--- src/rtl/amu_ram.sv ---
module amu_ram #(
   parameter int WIDTH = 32,
   parameter int DEPTH = 9
) (
   input  logic                     clock,
   input  logic                     wr_en,
   input  logic [$clog2(DEPTH)-1:0] wr_addr,
   input  logic [WIDTH-1:0]         wr_data,
   input  logic [$clog2(DEPTH)-1:0] rd_addr,
   output logic [WIDTH-1:0]         rd_data
);

   logic [WIDTH-1:0] mem [DEPTH];

   always_ff @(posedge clock) begin
      if (wr_en) begin
         mem[wr_addr] <= wr_data;
      end
      rd_data <= mem[rd_addr];
   end

endmodule

--- config.mk ---
export PLATFORM = sky130hd
export DESIGN_NAME = amu_ram
export DESIGN_NICKNAME = d
export VERILOG_FILES = /design/src/rtl/amu_ram.sv
export SDC_FILE = /design/constraint.sdc
export NUM_CORES = 1
export LEC_CHECK = 0
export BUFFER_PORTS_ARGS = -buffer_cell sky130_fd_sc_hd__clkbuf_2
export CAP_MARGIN = 20
export CORE_ASPECT_RATIO = 0.8
export CORE_MARGIN = 3
export CORE_UTILIZATION = 40
export CTS_CLUSTER_DIAMETER = 120
export CTS_CLUSTER_SIZE = 10
export DETAILED_ROUTE_END_ITERATION = 6
export GPL_TIMING_DRIVEN = 0
export HOLD_SLACK_MARGIN = 0.12
export PLACE_DENSITY_LB_ADDON = 0.1
export RECOVER_POWER = 100
export SYNTH_ARGS = -nofsm -noshare
export SYNTH_HDL_FRONTEND = slang
export SYNTH_SLANG_ARGS = --single-unit
--- constraint.sdc ---
create_clock -name clock -period 9.4 [get_ports clock]
set_input_delay 1.88 -clock clock [delete_from_list [all_inputs] [get_ports clock]]
set_output_delay 1.88 -clock clock [all_outputs]
set_load 0.02 [all_outputs]
# == Yosys cells after proc, flatten, opt, wreduce, memory -nomap -nowiden ==
# Memory sizes are Yosys's and may differ from the RTL's. A register that Yosys moved wholly into a read port is not among the register bits.
# Cells that the tools add are included.
# classes
n_reduce_logical,0
shift,0
n_div,0
mul,0
eq_ne,0
n_bitwise,0
n_addsub,0
muxes,2
magnitude_cmp,0
# op_table
cell,n
two-way mux 1 bit,2
# totals
n_memories,1
output_inout_bits,32
register_bits,0
inputBits,42
latch_bits,0
mem_bits_rw,288
rom_bits,0
# mem_list
name,depth,word_bits,read_ports,rd_ports_with_merged_regs,write_ports,line_no,text
mem,9,32,1,1,1,13,logic [WIDTH-1:0] mem [DEPTH];

# == Longest topological paths before layout ==
# Gate-level depths: netlist of run 1.
# logic_depth
word_depth,2
depth_mapped,5

# == Least setup slack after synthesis of run 1 ==
# Ideal clock, no wire load.
# synth_path
path_type,input to register
from,in wr_addr[1]
to,"mem mem[8][0], enable pin"
setup_slack_ps,3802
stages,1
setup_time_ps,505
arrival_time_ps,5093
t_required_ps,8895
path_cell_list,nor4_1
# synth_rtl
element,line_no,text
from (decl),7,"input logic [$clog2(DEPTH)-1:0] wr_addr,"
to (decl),13,
# Straight into the memory's write port.

# == Final worst setup path of run 1 ==
# layout_path
from,in wr_addr[2]
to,"mem mem[3][7], enable pin"
# Straight into the memory's write port.

==> flow_results.xml, run 1 <==
<?xml version="1.0" encoding="UTF-8"?>
<metrics>
  <group name="sta">
    <metric name="timing.clock.skew" unit="ns">0.00750</metric>
    <metric name="timing.final.crit_share" unit="%">50.4</metric>
    <metric name="hold_ws" unit="ns">0.438</metric>
    <metric name="tightest_slew" unit="ns">1.90</metric>
    <metric name="rsz0062_at_grt" unit="">false</metric>
    <metric name="drv_slew" unit="">88</metric>
    <metric name="fin_setup_tns" unit="ns">0</metric>
    <metric name="fmax" unit="MHz">211</metric>
    <metric name="final_hold_viol_count" unit="">0</metric>
    <metric name="relSlewSlack" unit="%">-27.2</metric>
    <metric name="setup_viol" unit="">0</metric>
    <metric name="post-route-min-period" unit="ns">4.74</metric>
  </group>
  <group name="hold_path">
    <metric name="worst_hold_path_class" unit="">reg -&gt; reg</metric>
    <metric name="hold_depth" unit="">2</metric>
  </group>
  <group name="finish">
    <metric name="final_cell_mix" unit="">sky130_fd_sc_hd__edfxtp_1, sky130_fd_sc_hd__clkbuf_1, sky130_fd_sc_hd__mux2i_1, sky130_fd_sc_hd__mux2_2, sky130_fd_sc_hd__clkbuf_16</metric>
    <metric name="share_of_final_layout_standard_cells_stronger_than_drive_strength_1" unit="%">16.7</metric>
    <metric name="fill_cells" unit="">2518</metric>
    <metric name="fin_area" unit="sq mm">0.0137</metric>
    <metric name="area.growth.synth_to_final" unit="%">15.3</metric>
    <metric name="antenna-diode-count" unit="">0</metric>
    <metric name="nNetsFinal" unit="">799</metric>
    <metric name="area_occupied_by_multi_input_gates" unit="sq mm">0.00235</metric>
    <metric name="layout.area.seq" unit="sq mm">0.00929</metric>
    <metric name="layout_commonest_cell" unit="">sky130_fd_sc_hd__edfxtp_1</metric>
  </group>
  <group name="floorplanning">
    <metric name="chipHeight" unit="microns">160</metric>
    <metric name="floorplan.initialDensity" unit="%">41.4</metric>
    <metric name="placeableCoreArea" unit="sq mm">0.0288</metric>
    <metric name="die-area" unit="sq mm">0.0319</metric>
    <metric name="pin_count" unit="">74</metric>
    <metric name="fp_rows" unit="">55</metric>
    <metric name="chipWidth" unit="microns">199</metric>
  </group>
  <group name="global_routing">
    <metric name="track_usage" unit="%">16.5</metric>
    <metric name="grt_first_pass_wirelength" unit="microns">39000</metric>
    <metric name="largest_net_degree_at_the_start_of_global_routing" unit="">21</metric>
    <metric name="antenna_found_initial" unit="">1</metric>
    <metric name="grt_pass1_vias" unit="">6333</metric>
    <metric name="globalRouteOverflowTotal" unit="">0</metric>
  </group>
  <group name="clock_tree">
    <metric name="numCtsBuffers" unit="">37</metric>
    <metric name="clock_pin_slew_on_the_worst_setup_and_hold_paths" unit="ns">0.06</metric>
    <metric name="cts_max_level" unit="">2</metric>
    <metric name="cts_hold_buf" unit="">0</metric>
    <metric name="post-cts-setup-buffers" unit="">0</metric>
    <metric name="clk-insertion-delay-late" unit="ns">0.50</metric>
    <metric name="cts_tree" unit="">done</metric>
    <metric name="cts_resized" unit="">0</metric>
    <metric name="clock_sink_count" unit="">320</metric>
    <metric name="clockBufferDepth" unit="">3</metric>
    <metric name="clock-root-buffer" unit="">sky130_fd_sc_hd__clkbuf_16</metric>
  </group>
  <group name="routing">
    <metric name="dr_total_vias" unit="">5944</metric>
    <metric name="detail_route.vias_per_cell" unit="">5.16</metric>
    <metric name="dr.first_iter.drc_count" unit="">297</metric>
    <metric name="drt-pass1-iter-count" unit="">4</metric>
    <metric name="detail_route.wirelength" unit="microns">26300</metric>
    <metric name="post-route-drc-count" unit="">0</metric>
    <metric name="drt.antenna.violating_nets" unit="">0</metric>
    <metric name="routedWlPerCell" unit="microns">22.8</metric>
  </group>
  <group name="yosys">
    <metric name="synth.avg_cell_area" unit="sq um">18.9</metric>
    <metric name="synth_seq_area_share" unit="%">78.1</metric>
    <metric name="ys_warn_count" unit="">0</metric>
    <metric name="synth_top_family_by_area" unit="">multiplexers</metric>
    <metric name="ys_seq_elements" unit="">320</metric>
    <metric name="synthSimpleGateAreaFrac" unit="%">1.81</metric>
    <metric name="synthTopCellsByArea" unit="">sky130_fd_sc_hd__edfxtp_1, sky130_fd_sc_hd__mux2_2, sky130_fd_sc_hd__dfxtp_1</metric>
    <metric name="yosysUniqueCellTypes" unit="">20</metric>
    <metric name="post_synth_instance_area" unit="sq mm">0.0119</metric>
    <metric name="share_of_synthesized_area_spent_on_multiplexers" unit="%">11.4</metric>
    <metric name="post-synth-top-area-cell" unit="">sky130_fd_sc_hd__edfxtp_1</metric>
    <metric name="synth.top_cell.area_share" unit="%">72.7</metric>
    <metric name="synth_cells" unit="">629</metric>
    <metric name="synth_compound_gate_area_share" unit="%">6.98</metric>
    <metric name="synth_fp_nets" unit="">671</metric>
    <metric name="yosys.area_share.adder" unit="%">0</metric>
    <metric name="post_synth_xor_area_fraction" unit="%">0</metric>
  </group>
  <group name="pwr">
    <metric name="leakage" unit="nW">4.57</metric>
    <metric name="vdd.ir_drop.worst" unit="uV">104</metric>
    <metric name="p_total" unit="W">0.00304</metric>
    <metric name="power_per_cell_area" unit="mW/mm^2">221</metric>
  </group>
  <group name="placement">
    <metric name="gp_congestion" unit="">0.739</metric>
    <metric name="detailed_place_hpwl" unit="microns">17000</metric>
    <metric name="placedInstanceArea" unit="sq mm">0.0130</metric>
    <metric name="buffer_ports.inserted" unit="">71</metric>
  </group>
  <group name="setup_path">
    <metric name="crit_fanout" unit="">20</metric>
    <metric name="worstSetupEndpointType" unit="">register</metric>
    <metric name="worstRegToRegCells" unit="">3</metric>
    <metric name="worst_setup_path_class" unit="">in -&gt; reg</metric>
    <metric name="start_kind" unit="">input port</metric>
    <metric name="cp_data_required_time" unit="ns">9.50</metric>
    <metric name="worstPathArrival" unit="ns">4.83</metric>
  </group>
  <group name="status">
    <metric name="failing_checks" unit="">max-capacitance violations, max-slew violations</metric>
    <metric name="status" unit="">finished, violations left</metric>
  </group>
  <group name="run">
    <metric name="drv.max_cap_violation_count" unit="">7</metric>
  </group>
</metrics>
-- worst paths after layout --
check                endpoint  startpoint  slack (ns)
hold / removal    rd_data[16]  mem[8][16]        0.44
setup / recovery    mem[3][7]  wr_addr[2]        4.66
setup reg to reg  rd_data[25]  mem[3][25]        8.20
hold reg to reg   rd_data[16]  mem[8][16]        0.44
-- registers in the layout, summed over array words and instances (netlist names) --
| signal | cells |
|---|---|
| rd_data | 32 |
| mem | 288 |
-- stage by stage --
step / util, % / std cells / setup slack (ns)
after floorplan: - / 629 / 3.80
after global placement: 44.2 / 1070 / 0.365
after detailed placement: 45.3 / 1088 / 5.22
after CTS: 49.1 / 1153 / 5.75
after global routing: 47.7 / 1153 / 4.30
final: 47.7 / 1153 / 4.66
-- Yosys cell counts --
library cell / number
sky130_fd_sc_hd__o22ai_1: 32
sky130_fd_sc_hd__nor2b_1: 1
sky130_fd_sc_hd__or3b_2: 1
sky130_fd_sc_hd__nand2b_1: 3
sky130_fd_sc_hd__mux2_2: 63
sky130_fd_sc_hd__nand2_1: 35
sky130_fd_sc_hd__nor3_1: 2
sky130_fd_sc_hd__clkbuf_1: 20
sky130_fd_sc_hd__dfxtp_1: 32
sky130_fd_sc_hd__edfxtp_1: 288
sky130_fd_sc_hd__nand3b_1: 1
sky130_fd_sc_hd__buf_6: 5
sky130_fd_sc_hd__mux2i_1: 64
sky130_fd_sc_hd__nor4_1: 1
sky130_fd_sc_hd__mux2_1: 1
sky130_fd_sc_hd__o31ai_2: 22
sky130_fd_sc_hd__buf_4: 9
sky130_fd_sc_hd__nor2_1: 7
sky130_fd_sc_hd__a22o_1: 32
sky130_fd_sc_hd__o31ai_1: 10
-- critical path: stages --
cell	delay, ns
sky130_fd_sc_hd__clkbuf_1	0.10
sky130_fd_sc_hd__or3b_2	0.52
sky130_fd_sc_hd__nor2_1	1.14
sky130_fd_sc_hd__clkbuf_1	1.18
-- layer usage --
layer	track usage [%]	share of wire, %	up-vias
li1	-	-	2774
met1	24.0	47	3010
met2	26.5	47	125
met3	2.87	4.7	33
met4	3.51	1.2	2
met5	0	0.049	-
-- area by class of cell --
class | count | share of cell area [%]
Buffer | 34 | 1.45
Clock buffer | 64 | 7.80
Clock inverter | 1 | 0.0639
Multi-Input combinational cell | 275 | 17.1
Sequential cell | 320 | 67.7
Tap cell | 370 | 3.38
Timing Repair Buffer | 89 | 2.46
-- report_power, final --
group,total [W],internal [W],switching [W]
clock,0.00128,0.000768,0.000509
sequential,0.00160,0.00159,0.00000901
combinational,0.000161,0.0000552,0.000106
-- logic make-up (layout without fill, tap and decap cells) --
group | count (synthesis) | in the layout
simple gates | 51 | 51
buf+inv | 34 | 188
flops | 320 | 320
compound gates | 96 | 96
mux | 128 | 128
(Power assumes the default switching activity.)
==> run 2: changes to the inputs <==
- clock period: 9.4 -> 3.9 ns (I/O delays scaled with it)
==> run 2 against run 1 <==
  * The run still ends with max-capacitance violations, max-slew violations left
  * Global-route usage rose by 0.63 points
  * Final area increased by 1.0%
  * Sequential share of layout area decreased by 0.68 points
  * First-iteration DRC count rose by 7.4%
  * Worst setup slack got worse by 3.7 ns
  * Sequential power rose by 140%
  * Critical path depth unchanged
  * Total power increased by 140%
  * Non-clock buffer count is 4 lower
  * Clock power is 140% higher
  * Flip-flop and latch count is the same
  * Largest cell class unchanged
  * Highest routed layer unchanged
==> flow_results.xml, run 2 (synthesis gave the netlist of run 1 again) <==
<?xml version="1.0" encoding="UTF-8"?>
<metrics>
  <group name="status">
    <metric name="status" unit="">finished, violations left</metric>
    <metric name="failing_checks" unit="">max-capacitance violations, max-slew violations</metric>
  </group>
  <group name="sta">
    <metric name="final_hold_viol_count" unit="">0</metric>
    <metric name="post-route-min-period" unit="ns">2.91</metric>
    <metric name="relSlewSlack" unit="%">-35.6</metric>
    <metric name="fin_setup_tns" unit="ns">0</metric>
    <metric name="rsz0062_at_grt" unit="">false</metric>
    <metric name="tightest_slew" unit="ns">2.03</metric>
    <metric name="fmax" unit="MHz">344</metric>
    <metric name="drv_slew" unit="">90</metric>
    <metric name="hold_ws" unit="ns">0.449</metric>
    <metric name="timing.final.crit_share" unit="%">74.5</metric>
    <metric name="timing.clock.skew" unit="ns">0.0201</metric>
    <metric name="setup_viol" unit="">0</metric>
  </group>
  <group name="finish">
    <metric name="top_register" unit="">mem</metric>
    <metric name="largest_registers" unit="">mem (288), rd_data (32)</metric>
    <metric name="share_of_final_layout_standard_cells_stronger_than_drive_strength_1" unit="%">18.1</metric>
    <metric name="nNetsFinal" unit="">795</metric>
    <metric name="fin_area" unit="sq mm">0.0139</metric>
    <metric name="layout_commonest_cell" unit="">sky130_fd_sc_hd__edfxtp_1</metric>
    <metric name="final_cell_mix" unit="">sky130_fd_sc_hd__edfxtp_1, sky130_fd_sc_hd__clkbuf_1, sky130_fd_sc_hd__mux2i_1, sky130_fd_sc_hd__mux2_2, sky130_fd_sc_hd__clkbuf_16</metric>
    <metric name="fin_util" unit="%">48.2</metric>
    <metric name="area.growth.synth_to_final" unit="%">16.5</metric>
    <metric name="finish.cell_count_without_fillers" unit="">1150</metric>
    <metric name="largest_reg_flops" unit="">288</metric>
    <metric name="antenna-diode-count" unit="">0</metric>
  </group>
  <group name="clock_tree">
    <metric name="clock_sink_count" unit="">320</metric>
    <metric name="clock-root-buffer" unit="">sky130_fd_sc_hd__clkbuf_16</metric>
    <metric name="post-cts-setup-buffers" unit="">0</metric>
    <metric name="clk-insertion-delay-late" unit="ns">0.52</metric>
    <metric name="clockBufferDepth" unit="">3</metric>
    <metric name="cts_tree" unit="">done</metric>
    <metric name="numCtsBuffers" unit="">37</metric>
    <metric name="clock_pin_slew_on_the_worst_setup_and_hold_paths" unit="ns">0.05</metric>
    <metric name="cts_hold_buf" unit="">0</metric>
    <metric name="cts_resized" unit="">0</metric>
    <metric name="cts_max_level" unit="">2</metric>
  </group>
  <group name="global_routing">
    <metric name="largest_net_degree_at_the_start_of_global_routing" unit="">21</metric>
    <metric name="track_usage" unit="%">17.2</metric>
    <metric name="antenna_found_initial" unit="">1</metric>
    <metric name="grt_first_pass_wirelength" unit="microns">40500</metric>
    <metric name="globalRouteOverflowTotal" unit="">0</metric>
    <metric name="grt_pass1_vias" unit="">6360</metric>
  </group>
  <group name="run">
    <metric name="drv.max_cap_violation_count" unit="">8</metric>
  </group>
  <group name="placement">
    <metric name="gp_congestion" unit="">0.730</metric>
    <metric name="placedInstanceArea" unit="sq mm">0.0130</metric>
    <metric name="buffer_ports.inserted" unit="">71</metric>
    <metric name="detailed_place_hpwl" unit="microns">17300</metric>
    <metric name="numPlacedInstances" unit="">1084</metric>
  </group>
  <group name="setup_path">
    <metric name="regToRegStartpoint" unit="">mem[6][25]</metric>
    <metric name="regToRegSetupSlack" unit="ns">2.79</metric>
    <metric name="critical_path_buf_inv_count" unit="">2</metric>
    <metric name="critical_path_cell_count" unit="">4</metric>
    <metric name="worstSetupEndpointType" unit="">register</metric>
    <metric name="end_of_the_worst_register_to_register_path" unit="">rd_data[25]</metric>
    <metric name="worstRegToRegCells" unit="">3</metric>
    <metric name="cp_slowest_stage_delay" unit="ns">1.45</metric>
    <metric name="slowest_stage" unit="">sky130_fd_sc_hd__nor3_1</metric>
    <metric name="cp_data_required_time" unit="ns">4.11</metric>
    <metric name="critical_path.top_delay_family" unit="">simple AND/OR/NAND/NOR gates</metric>
    <metric name="timing.critical_path.cells" unit="">clkbuf_1, or3b_2, nor3_1, buf_16</metric>
    <metric name="critical_path.startpoint" unit="">wr_addr[2]</metric>
    <metric name="start_kind" unit="">input port</metric>
    <metric name="crit_fanout" unit="">14</metric>
    <metric name="worstPathArrival" unit="ns">3.11</metric>
    <metric name="worst_setup_path_class" unit="">in -&gt; reg</metric>
  </group>
  <group name="routing">
    <metric name="drt-pass1-iter-count" unit="">5</metric>
    <metric name="dr.first_iter.drc_count" unit="">319</metric>
    <metric name="dr_total_vias" unit="">6054</metric>
    <metric name="routedWlPerCell" unit="microns">23.6</metric>
    <metric name="post-route-drc-count" unit="">0</metric>
    <metric name="drt.antenna.violating_nets" unit="">0</metric>
    <metric name="detail_route.wirelength" unit="microns">27100</metric>
    <metric name="detail_route.vias_per_cell" unit="">5.26</metric>
  </group>
  <group name="floorplanning">
    <metric name="die-area" unit="sq mm">0.0319</metric>
    <metric name="chipHeight" unit="microns">160</metric>
    <metric name="pin_count" unit="">74</metric>
    <metric name="floorplan.initialDensity" unit="%">41.4</metric>
    <metric name="chipWidth" unit="microns">199</metric>
    <metric name="fp_rows" unit="">55</metric>
    <metric name="placeableCoreArea" unit="sq mm">0.0288</metric>
  </group>
  <group name="hold_path">
    <metric name="timing.hold.worst.start" unit="">mem[8][30]</metric>
    <metric name="hold_depth" unit="">2</metric>
    <metric name="worstHoldEndpoint" unit="">rd_data[30]</metric>
    <metric name="worst_hold_path_class" unit="">reg -&gt; reg</metric>
  </group>
  <group name="pwr">
    <metric name="vdd.ir_drop.worst" unit="uV">322</metric>
    <metric name="leakage" unit="nW">4.63</metric>
    <metric name="power_switching_share" unit="%">21.2</metric>
    <metric name="combinational_fraction_of_design_power" unit="%">5.5</metric>
    <metric name="power_per_cell_area" unit="mW/mm^2">527</metric>
    <metric name="power_switching" unit="W">0.00155</metric>
    <metric name="pwr-share-seq" unit="%">52.8</metric>
    <metric name="internal_power" unit="W">0.00575</metric>
    <metric name="power.share.clock" unit="%">41.8</metric>
  </group>
</metrics>
[run 2: cell types whose count changed in the layout (fill, tap and decap cells not counted)]
cell	previous run	this run
sky130_fd_sc_hd__buf_12	0	5
sky130_fd_sc_hd__buf_6	5	7
sky130_fd_sc_hd__buf_16	0	3
sky130_fd_sc_hd__clkinv_8	0	2
sky130_fd_sc_hd__clkbuf_1	131	118
sky130_fd_sc_hd__clkbuf_16	39	37
[run 2: layer usage]
metal | wire length (microns) | track usage (%) | up-vias
met5 | 18 | 0 | -
met4 | 420 | 3.86 | 2
met3 | 1340 | 3.14 | 37
met2 | 12800 | 27.8 | 157
met1 | 12600 | 24.3 | 3097
li1 | - | - | 2761
[run 2: power groups by stage]
stage                     Sequential [W]  Combinational (W)  Clock (W)
after floorplan                  0.00395           0.000208          0
after global placement           0.00392           0.000405          0
after detailed placement         0.00392           0.000431          0
after CTS                        0.00385           0.000433    0.00313
after global routing             0.00386           0.000433    0.00328
final                            0.00385           0.000398    0.00305
[run 2: final cells by class]
type	instances	area [sq um]
clock buffer	63	1020
tap	370	463
fill	2474	14900
multi-input combinational	275	2350
sequential	320	9290
clock inverter	3	41.3
timing repair buffer	85	490
buffer	34	199
[run 2: how the worst max path moves through the flow]
| stage | to | slack [ns] |
|---|---|---|
| after floorplan | mem[4][0] | 0.24 |
| after global placement | mem[4][20] | -2.16 |
| after detailed placement | mem[4][21] | 1.01 |
| after CTS | mem[4][29] | 1.56 |
| after global routing | mem[0][27] | 0.86 |
| final | mem[0][30] | 0.99 |
[run 2: per-stage QoR]
stage / total power [W] / worst slack [ns]
6_report: 0.00730 / 0.994
3_5_place_dp: 0.00435 / 1.01
4_1_cts: 0.00741 / 1.56
5_1_grt: 0.00757 / 0.863
2_1_floorplan: 0.00416 / 0.242
3_3_place_gp: 0.00433 / -2.16
[run 2: worst register-to-register path, stage by stage (launching register included)]
cell,delay [ns]
sky130_fd_sc_hd__edfxtp_1,0.37
sky130_fd_sc_hd__mux2_2,0.27
sky130_fd_sc_hd__o22ai_1,0.23
sky130_fd_sc_hd__o31ai_1,0.10
